`config.mk`:
```
export PLATFORM = sky130hd
export DESIGN_NAME = madc_ctrl
export DESIGN_NICKNAME = d
export VERILOG_FILES = /design/src/design/madc_pkg.sv /design/src/design/madc_ctrl.sv
export SDC_FILE = /design/constraint.sdc
export NUM_CORES = 1
export LEC_CHECK = 0
export ABC_AREA = 0
export BUFFER_PORTS_ARGS = -buffer_cell sky130_fd_sc_hd__buf_2
export CAP_MARGIN = 5
export CELL_PAD_IN_SITES_DETAIL_PLACEMENT = 0
export CELL_PAD_IN_SITES_GLOBAL_PLACEMENT = 2
export CORE_MARGIN = 4
export CORE_UTILIZATION = 30
export CTS_CLUSTER_SIZE = 30
export DETAILED_ROUTE_END_ITERATION = 10
export MAX_ROUTING_LAYER = met4
export PLACE_DENSITY_LB_ADDON = 0.1
export SYNTH_ARGS = -nofsm -noshare
export SYNTH_HDL_FRONTEND = slang
export SYNTH_SLANG_ARGS = --single-unit
```
`constraint.sdc`:
```
create_clock -name clk -period 5.5 [get_ports clk]
set_input_delay 0.55 -clock clk [delete_from_list [all_inputs] [get_ports clk]]
set_output_delay 0.55 -clock clk [all_outputs]
set_load 0.005 [all_outputs]
```
`src/design/madc_pkg.sv`:
```
`timescale 1ns / 1ps
// ----------------------------------------------------------------------------
// madc_pkg
// Shared types, codes and saturation helpers for the multislope ADC
// autozero reading block.
// ----------------------------------------------------------------------------
package madc_pkg;

  // Fixed widths of the arithmetic.
  localparam int CNT_W = 36;   // one packet count, signed
  localparam int SUM_W = 40;   // phase sums, signed
  localparam int DIF_W = 41;   // signal minus zero, signed
  localparam int RD_W  = 48;   // reading, signed
  localparam int ACC_W = 80;   // multiplier accumulator
  localparam int CFG_IDX_W = 4;
  localparam int CFG_DAT_W = 48;

  // Defaults for the top-level parameters.
  localparam int MAX_AVERAGE_DEF       = 10;
  localparam int READING_FRAC_BITS_DEF = 24;

  // Configuration register indexes.
  localparam logic [CFG_IDX_W-1:0] CFG_ADC_STEP    = 4'd0;
  localparam logic [CFG_IDX_W-1:0] CFG_ZERO_OFFSET = 4'd1;
  localparam logic [CFG_IDX_W-1:0] CFG_COUNT_SCALE = 4'd2;
  localparam logic [CFG_IDX_W-1:0] CFG_AVG_COUNT   = 4'd3;
  localparam logic [CFG_IDX_W-1:0] CFG_RANGE_CODE  = 4'd4;
  localparam logic [CFG_IDX_W-1:0] CFG_CAL_OFFSET  = 4'd5;
  localparam logic [CFG_IDX_W-1:0] CFG_CAL_GAIN    = 4'd6;
  localparam logic [CFG_IDX_W-1:0] CFG_REL_OFFSET  = 4'd7;

  // Range codes.
  localparam logic [3:0] RNG_1V    = 4'd0;
  localparam logic [3:0] RNG_10V   = 4'd1;
  localparam logic [3:0] RNG_100V  = 4'd2;
  localparam logic [3:0] RNG_1K    = 4'd3;
  localparam logic [3:0] RNG_10K   = 4'd4;
  localparam logic [3:0] RNG_100K  = 4'd5;
  localparam logic [3:0] RNG_1M    = 4'd6;
  localparam logic [3:0] RNG_10M   = 4'd7;
  localparam logic [3:0] RNG_DIODE = 4'd8;
  localparam logic [3:0] RNG_LAST  = 4'd11;

  // Autozero phases.
  localparam logic [2:0] PH_DROP_SIG  = 3'd0;
  localparam logic [2:0] PH_SIGNAL    = 3'd1;
  localparam logic [2:0] PH_DROP_ZERO = 3'd2;
  localparam logic [2:0] PH_ZERO      = 3'd3;

  // Overload limits, in hundredths of the reading unit.
  localparam logic [16:0] LIM_HIGH = 17'd102000;
  localparam logic [16:0] LIM_MID  = 17'd10200;
  localparam logic [16:0] LIM_LOW  = 17'd1020;

  localparam logic [3:0] DIV_TEN = 4'd10;

  // Largest 1 V magnitude: a saturated mean divided by ten.
  localparam logic [63:0] MAG_1V_MAX = 64'h0000_0CCC_CCCC_CCCC;

  localparam logic signed [RD_W-1:0] MAX48 = 48'sh7FFF_FFFF_FFFF;
  localparam logic signed [RD_W-1:0] MIN48 = 48'sh8000_0000_0000;

  // Datapath operations.
  typedef enum logic [4:0] {
    DP_NOP,
    DP_LOAD,
    DP_PHASE,
    DP_DIFF,
    DP_MUL_LO,
    DP_MUL_HI,
    DP_MUL_ACC,
    DP_DIV_BASE,
    DP_DIV_STEP,
    DP_QUO_SAT,
    DP_PRE,
    DP_OFFSET,
    DP_GAIN_LOAD,
    DP_GAIN_SAT,
    DP_REL,
    DP_FINISH
  } dp_op_t;

  // Datapath status seen by the controller.
  typedef struct packed {
    logic reading_due;
    logic div_last;
    logic out_busy;
  } madc_sts_t;

  // Clamp a signed value to the 48-bit signed range.
  function automatic logic signed [RD_W-1:0] sat48(input logic signed [63:0] x);
    logic signed [RD_W-1:0] r;
    if (x > 64'(MAX48)) begin
      r = MAX48;
    end else if (x < 64'(MIN48)) begin
      r = MIN48;
    end else begin
      r = x[RD_W-1:0];
    end
    return r;
  endfunction

  // Build a saturated signed value from a sign and a magnitude.
  function automatic logic signed [RD_W-1:0] sgn_sat48(input logic neg,
                                                       input logic [63:0] m);
    logic [63:0] mm;
    logic signed [RD_W-1:0] r;
    mm = (m > 64'h8000_0000_0000) ? 64'h8000_0000_0000 : m;
    if (neg) begin
      r = -$signed(mm[RD_W-1:0]);
    end else if (mm == 64'h8000_0000_0000) begin
      r = MAX48;
    end else begin
      r = $signed(mm[RD_W-1:0]);
    end
    return r;
  endfunction

  // Magnitude of a 48-bit signed value.
  function automatic logic [RD_W-1:0] mag48(input logic signed [RD_W-1:0] v);
    return v[RD_W-1] ? RD_W'(-v) : RD_W'(v);
  endfunction

endpackage

```
`src/design/madc_ctrl.sv`:
```
`timescale 1ns / 1ps
// ----------------------------------------------------------------------------
// madc_ctrl
// Sequencer that steps the datapath through packet intake, autozero phase
// update and the reading computation.
// ----------------------------------------------------------------------------
module madc_ctrl
  import madc_pkg::*;
(
  input  logic      clk,
  input  logic      rst_n,
  input  logic      in_valid,
  output logic      in_ready,
  input  logic      out_ready,
  input  madc_sts_t sts,
  output dp_op_t    op
);

  typedef enum logic [21:0] {
    S_IDLE     = 22'h000001,
    S_PHASE    = 22'h000002,
    S_CHECK    = 22'h000004,
    S_DIFF     = 22'h000008,
    S_BMUL_LO  = 22'h000010,
    S_BMUL_HI  = 22'h000020,
    S_BMUL_ACC = 22'h000040,
    S_BDIV_LD  = 22'h000080,
    S_BDIV     = 22'h000100,
    S_BSAT     = 22'h000200,
    S_PRE      = 22'h002000,
    S_OFFSET   = 22'h004000,
    S_GLOAD    = 22'h008000,
    S_GMUL_LO  = 22'h010000,
    S_GMUL_HI  = 22'h020000,
    S_GMUL_ACC = 22'h040000,
    S_GSAT     = 22'h080000,
    S_REL      = 22'h100000,
    S_DONE     = 22'h200000
  } state_t;

  state_t state_r, state_nxt;

  assign in_ready = (state_r == S_IDLE);

  // Next state and datapath command.
  always_comb begin
    state_nxt = state_r;
    op        = DP_NOP;
    case (state_r)
      S_IDLE: begin
        if (in_valid) begin
          op        = DP_LOAD;
          state_nxt = S_PHASE;
        end
      end
      S_PHASE: begin
        op        = DP_PHASE;
        state_nxt = S_CHECK;
      end
      S_CHECK: begin
        state_nxt = sts.reading_due ? S_DIFF : S_DONE;
      end
      S_DIFF: begin
        op        = DP_DIFF;
        state_nxt = S_BMUL_LO;
      end
      S_BMUL_LO: begin
        op        = DP_MUL_LO;
        state_nxt = S_BMUL_HI;
      end
      S_BMUL_HI: begin
        op        = DP_MUL_HI;
        state_nxt = S_BMUL_ACC;
      end
      S_BMUL_ACC: begin
        op        = DP_MUL_ACC;
        state_nxt = S_BDIV_LD;
      end
      S_BDIV_LD: begin
        op        = DP_DIV_BASE;
        state_nxt = S_BDIV;
      end
      S_BDIV: begin
        op = DP_DIV_STEP;
        if (sts.div_last) begin
          state_nxt = S_BSAT;
        end
      end
      S_BSAT: begin
        op        = DP_QUO_SAT;
        state_nxt = S_PRE;
      end
      S_PRE: begin
        op        = DP_PRE;
        state_nxt = S_OFFSET;
      end
      S_OFFSET: begin
        op        = DP_OFFSET;
        state_nxt = S_GLOAD;
      end
      S_GLOAD: begin
        op        = DP_GAIN_LOAD;
        state_nxt = S_GMUL_LO;
      end
      S_GMUL_LO: begin
        op        = DP_MUL_LO;
        state_nxt = S_GMUL_HI;
      end
      S_GMUL_HI: begin
        op        = DP_MUL_HI;
        state_nxt = S_GMUL_ACC;
      end
      S_GMUL_ACC: begin
        op        = DP_MUL_ACC;
        state_nxt = S_GSAT;
      end
      S_GSAT: begin
        op        = DP_GAIN_SAT;
        state_nxt = S_REL;
      end
      S_REL: begin
        op        = DP_REL;
        state_nxt = S_DONE;
      end
      S_DONE: begin
        if (!sts.out_busy || out_ready) begin
          op        = DP_FINISH;
          state_nxt = S_IDLE;
        end
      end
      default: begin
        state_nxt = S_IDLE;
      end
    endcase
  end

  // State register.
  always_ff @(posedge clk) begin
    if (!rst_n) begin
      state_r <= S_IDLE;
    end else begin
      state_r <= state_nxt;
    end
  end

endmodule

```
==> reports/metrics.cfg <==
[outcome]
status=finished clean

[floorplan]
initial_cell_density_of_the_core_pct=31.8
top_level_ports=13
fp.dieW_um=71.2
die_area_um2=5070
coreArea_um2=3770
chipHeight_um=71.2
std_cell_rows=22

[yosys]
yosys-top-cells-area=sky130_fd_sc_hd__dfxtp_1 32%, sky130_fd_sc_hd__nor4_1 6.8%, sky130_fd_sc_hd__nor2_1 5.0%, sky130_fd_sc_hd__nor3_1 4.2%, sky130_fd_sc_hd__nand4b_1 3.7%
yosys_most_used_dff=sky130_fd_sc_hd__dfxtp_1
synth_largest_area_cell=sky130_fd_sc_hd__dfxtp_1
post_synth_num_cell_types=43
synth.cell_area_um2=1200
post_synth_inst_count=140
yosys.cell_count.top_type=sky130_fd_sc_hd__dfxtp_1
synth_sequential_area_ratio_pct=31.7
count_of_flip_flops_with_a_built_in_enable_after_synthesis=0
share_of_synthesized_flip_flops_with_an_asynchronous_set_or_reset_pct=0
syn_avg_cell_area_um2=8.56
yosys.area.top_type_share_pct=31.7
ys_seq_elements=19
synth_top_cells_by_count=19 x sky130_fd_sc_hd__dfxtp_1, 16 x sky130_fd_sc_hd__nor2_1, 13 x sky130_fd_sc_hd__nor4_1
syn-num-nets=147
synth-warning-count=0

[detailed_routing]
routed-via-count=1105
vias_per_cell=5.61
drt-wirelength-per-cell_um=16.3
drtAntennaViolNets=0
drt-pass1-iter-count=5
detail_route.drc_violations=0
route.top_layer_used=met4
post_route_m1_wl_um=1600
routed-wl-met2_um=1360
drtIter0Drc=62
wl_met3_um=187
drt_wl_total_um=3210

[sta]
final_min_period_over_clock_period_pct=53.7
worst_clk_skew_ns=0.00153
f_max_mhz=339
rsz_0062_raised_after_global_routing=false
slew_violations=0
setup-tns-final_ns=0
timing.max_slew.rel_slack_pct=44.8
final_hold_viol_count=0
worst-slew-pin-transition_ns=0.806
timing.hold.ws_ns=0.520
period_needed_ns=2.95
report.final.setup_viol=0

[clock_network]
clock_insertion_delay_worst_skew_ns=0.26
tritoncts=built
cts-buffers-inserted=3
max-clock-path-buffers=2
clkSinkCount=19
postCtsSetupBuffers=0
htree_levels=1
resized_after_cts=0
clock_pin_slew_reported_for_the_worst_setup_and_hold_paths_after_clock_tree_synthesis_ns=0.08
ctsHoldBuffers=0
clockRootBuffer=sky130_fd_sc_hd__clkbuf_8

[critical_path]
worst_path_max_delay_cell=sky130_fd_sc_hd__a2111oi_0
reg2reg_slack_ns=3.27
crit_family=compound AO/OA/AOI/OAI gates
cp_data_arrival_time_ns=2.40
crit_path_max_incr_delay_ns=0.75
worstPathCellList=nor2_1, nand2_1, nor4_1, a2111oi_0, nand4_1, buf_2
critical_path.n_buffers_inverters=1
critPathKind=register to output pin
critPathMaxFanout=8
timing.critical_path.to_type=output pin
worst_setup_path_start_kind=register
timing.critical_path.required_ns=4.95

[job]
max_cap_viol_count=0

[final_layout]
design.final.nets=157
largest_register_ffs=19
fraction_of_final_layout_cells_with_drive_strength_greater_than_1_pct=16.8
synthToLayoutAreaGrowth_pct=11.0
top_regs=state_r x19
antennaDiodeCount=0
max_flop_register=state_r

[power]
vdd_drop_max_mv=0.119
static-leakage-power_nw=0.520
powerDensity_nw_per_um2=239

[placement]
place.detailed.hpwl_um=2530
placement.io_buffers=11
gp_routability_congestion=0.895

[grt]
grt.overflow.total=0
grt_first_pass_wirelength_um=5300
initial_antenna_violation_count=0
global_route.usage.total_pct=13.6
grt_max_degree=12
first_global_vias=1006

[worst_hold_path]
min-delay-path-class=input pin to register

per-stage QoR:
stage                     util, %  area [um2]  power, W  worst slack, ns  cells
after floorplan                 -        1200  0.000196             3.18    140
after global placement       34.0        1280  0.000219             2.73    193
after detailed placement     34.0        1280  0.000217             2.85    193
after CTS                    35.3        1330  0.000316             2.55    197
after global routing         35.3        1330  0.000329             2.35    197
final                        35.3        1330  0.000317             2.55    197
routing by layer:
| layer | track usage (%) | vias up |
|---|---|---|
| met4 | 4.80 | 0 |
| met1 | 18.7 | 504 |
| li1 | - | 558 |
| met2 | 19.0 | 35 |
| met3 | 3.79 | 8 |
| met5 | - | - |
cells in the final DEF (no fill, tap or decap), types with 3 or more instances in the layout:
cell                       instances
sky130_fd_sc_hd__dfxtp_1          19
sky130_fd_sc_hd__nor2_1           16
sky130_fd_sc_hd__nor4_1           13
sky130_fd_sc_hd__buf_2            11
sky130_fd_sc_hd__nor3_1           10
sky130_fd_sc_hd__nand2_1           9
sky130_fd_sc_hd__nand4b_1          5
sky130_fd_sc_hd__a211oi_1          4
sky130_fd_sc_hd__and3_1            4
sky130_fd_sc_hd__nand2b_1          3
sky130_fd_sc_hd__nor2b_1           3
sky130_fd_sc_hd__nor4b_1           3
sky130_fd_sc_hd__nand3_1           3
sky130_fd_sc_hd__xnor2_1           3
sky130_fd_sc_hd__xor2_1            3
sky130_fd_sc_hd__and2_1            3
sky130_fd_sc_hd__clkbuf_8          3
path summary, 6_finish.rpt:
path / end / from / cells after the start
setup reg to reg: state_r[16] / state_r[6] / 5
hold / removal: state_r[3] / sts[2] / 2
hold reg to reg: state_r[2] / state_r[2] / 1
setup / recovery: op[2] / state_r[16] / 6
cell families after synthesis:
group | synth area share, %
compound gates | 11.9
xor+xnor | 4.38
buf+inv | 3.13
flops | 31.7
other cells | 0.313
simple gates | 48.5
power by group:
group | internal (W) | switching (W) | leakage, nW
clock network | 0.0000506 | 0.0000525 | 0.0255
registers | 0.000141 | 0.00000497 | 0.153
logic | 0.0000260 | 0.0000423 | 0.341
area by class of cell:
| type | count | area, um2 |
|---|---|---|
| flip-flops and latches | 19 | 380 |
| well taps | 48 | 60.1 |
| fillers | 394 | 2440 |
| multi-input cells | 113 | 781 |
| repair buffers | 11 | 55.1 |
| inverters | 2 | 7.51 |
| clock buffers | 3 | 41.3 |
| clock inverters | 1 | 5.00 |
Note: power is estimated with default switching activity, not from simulation.
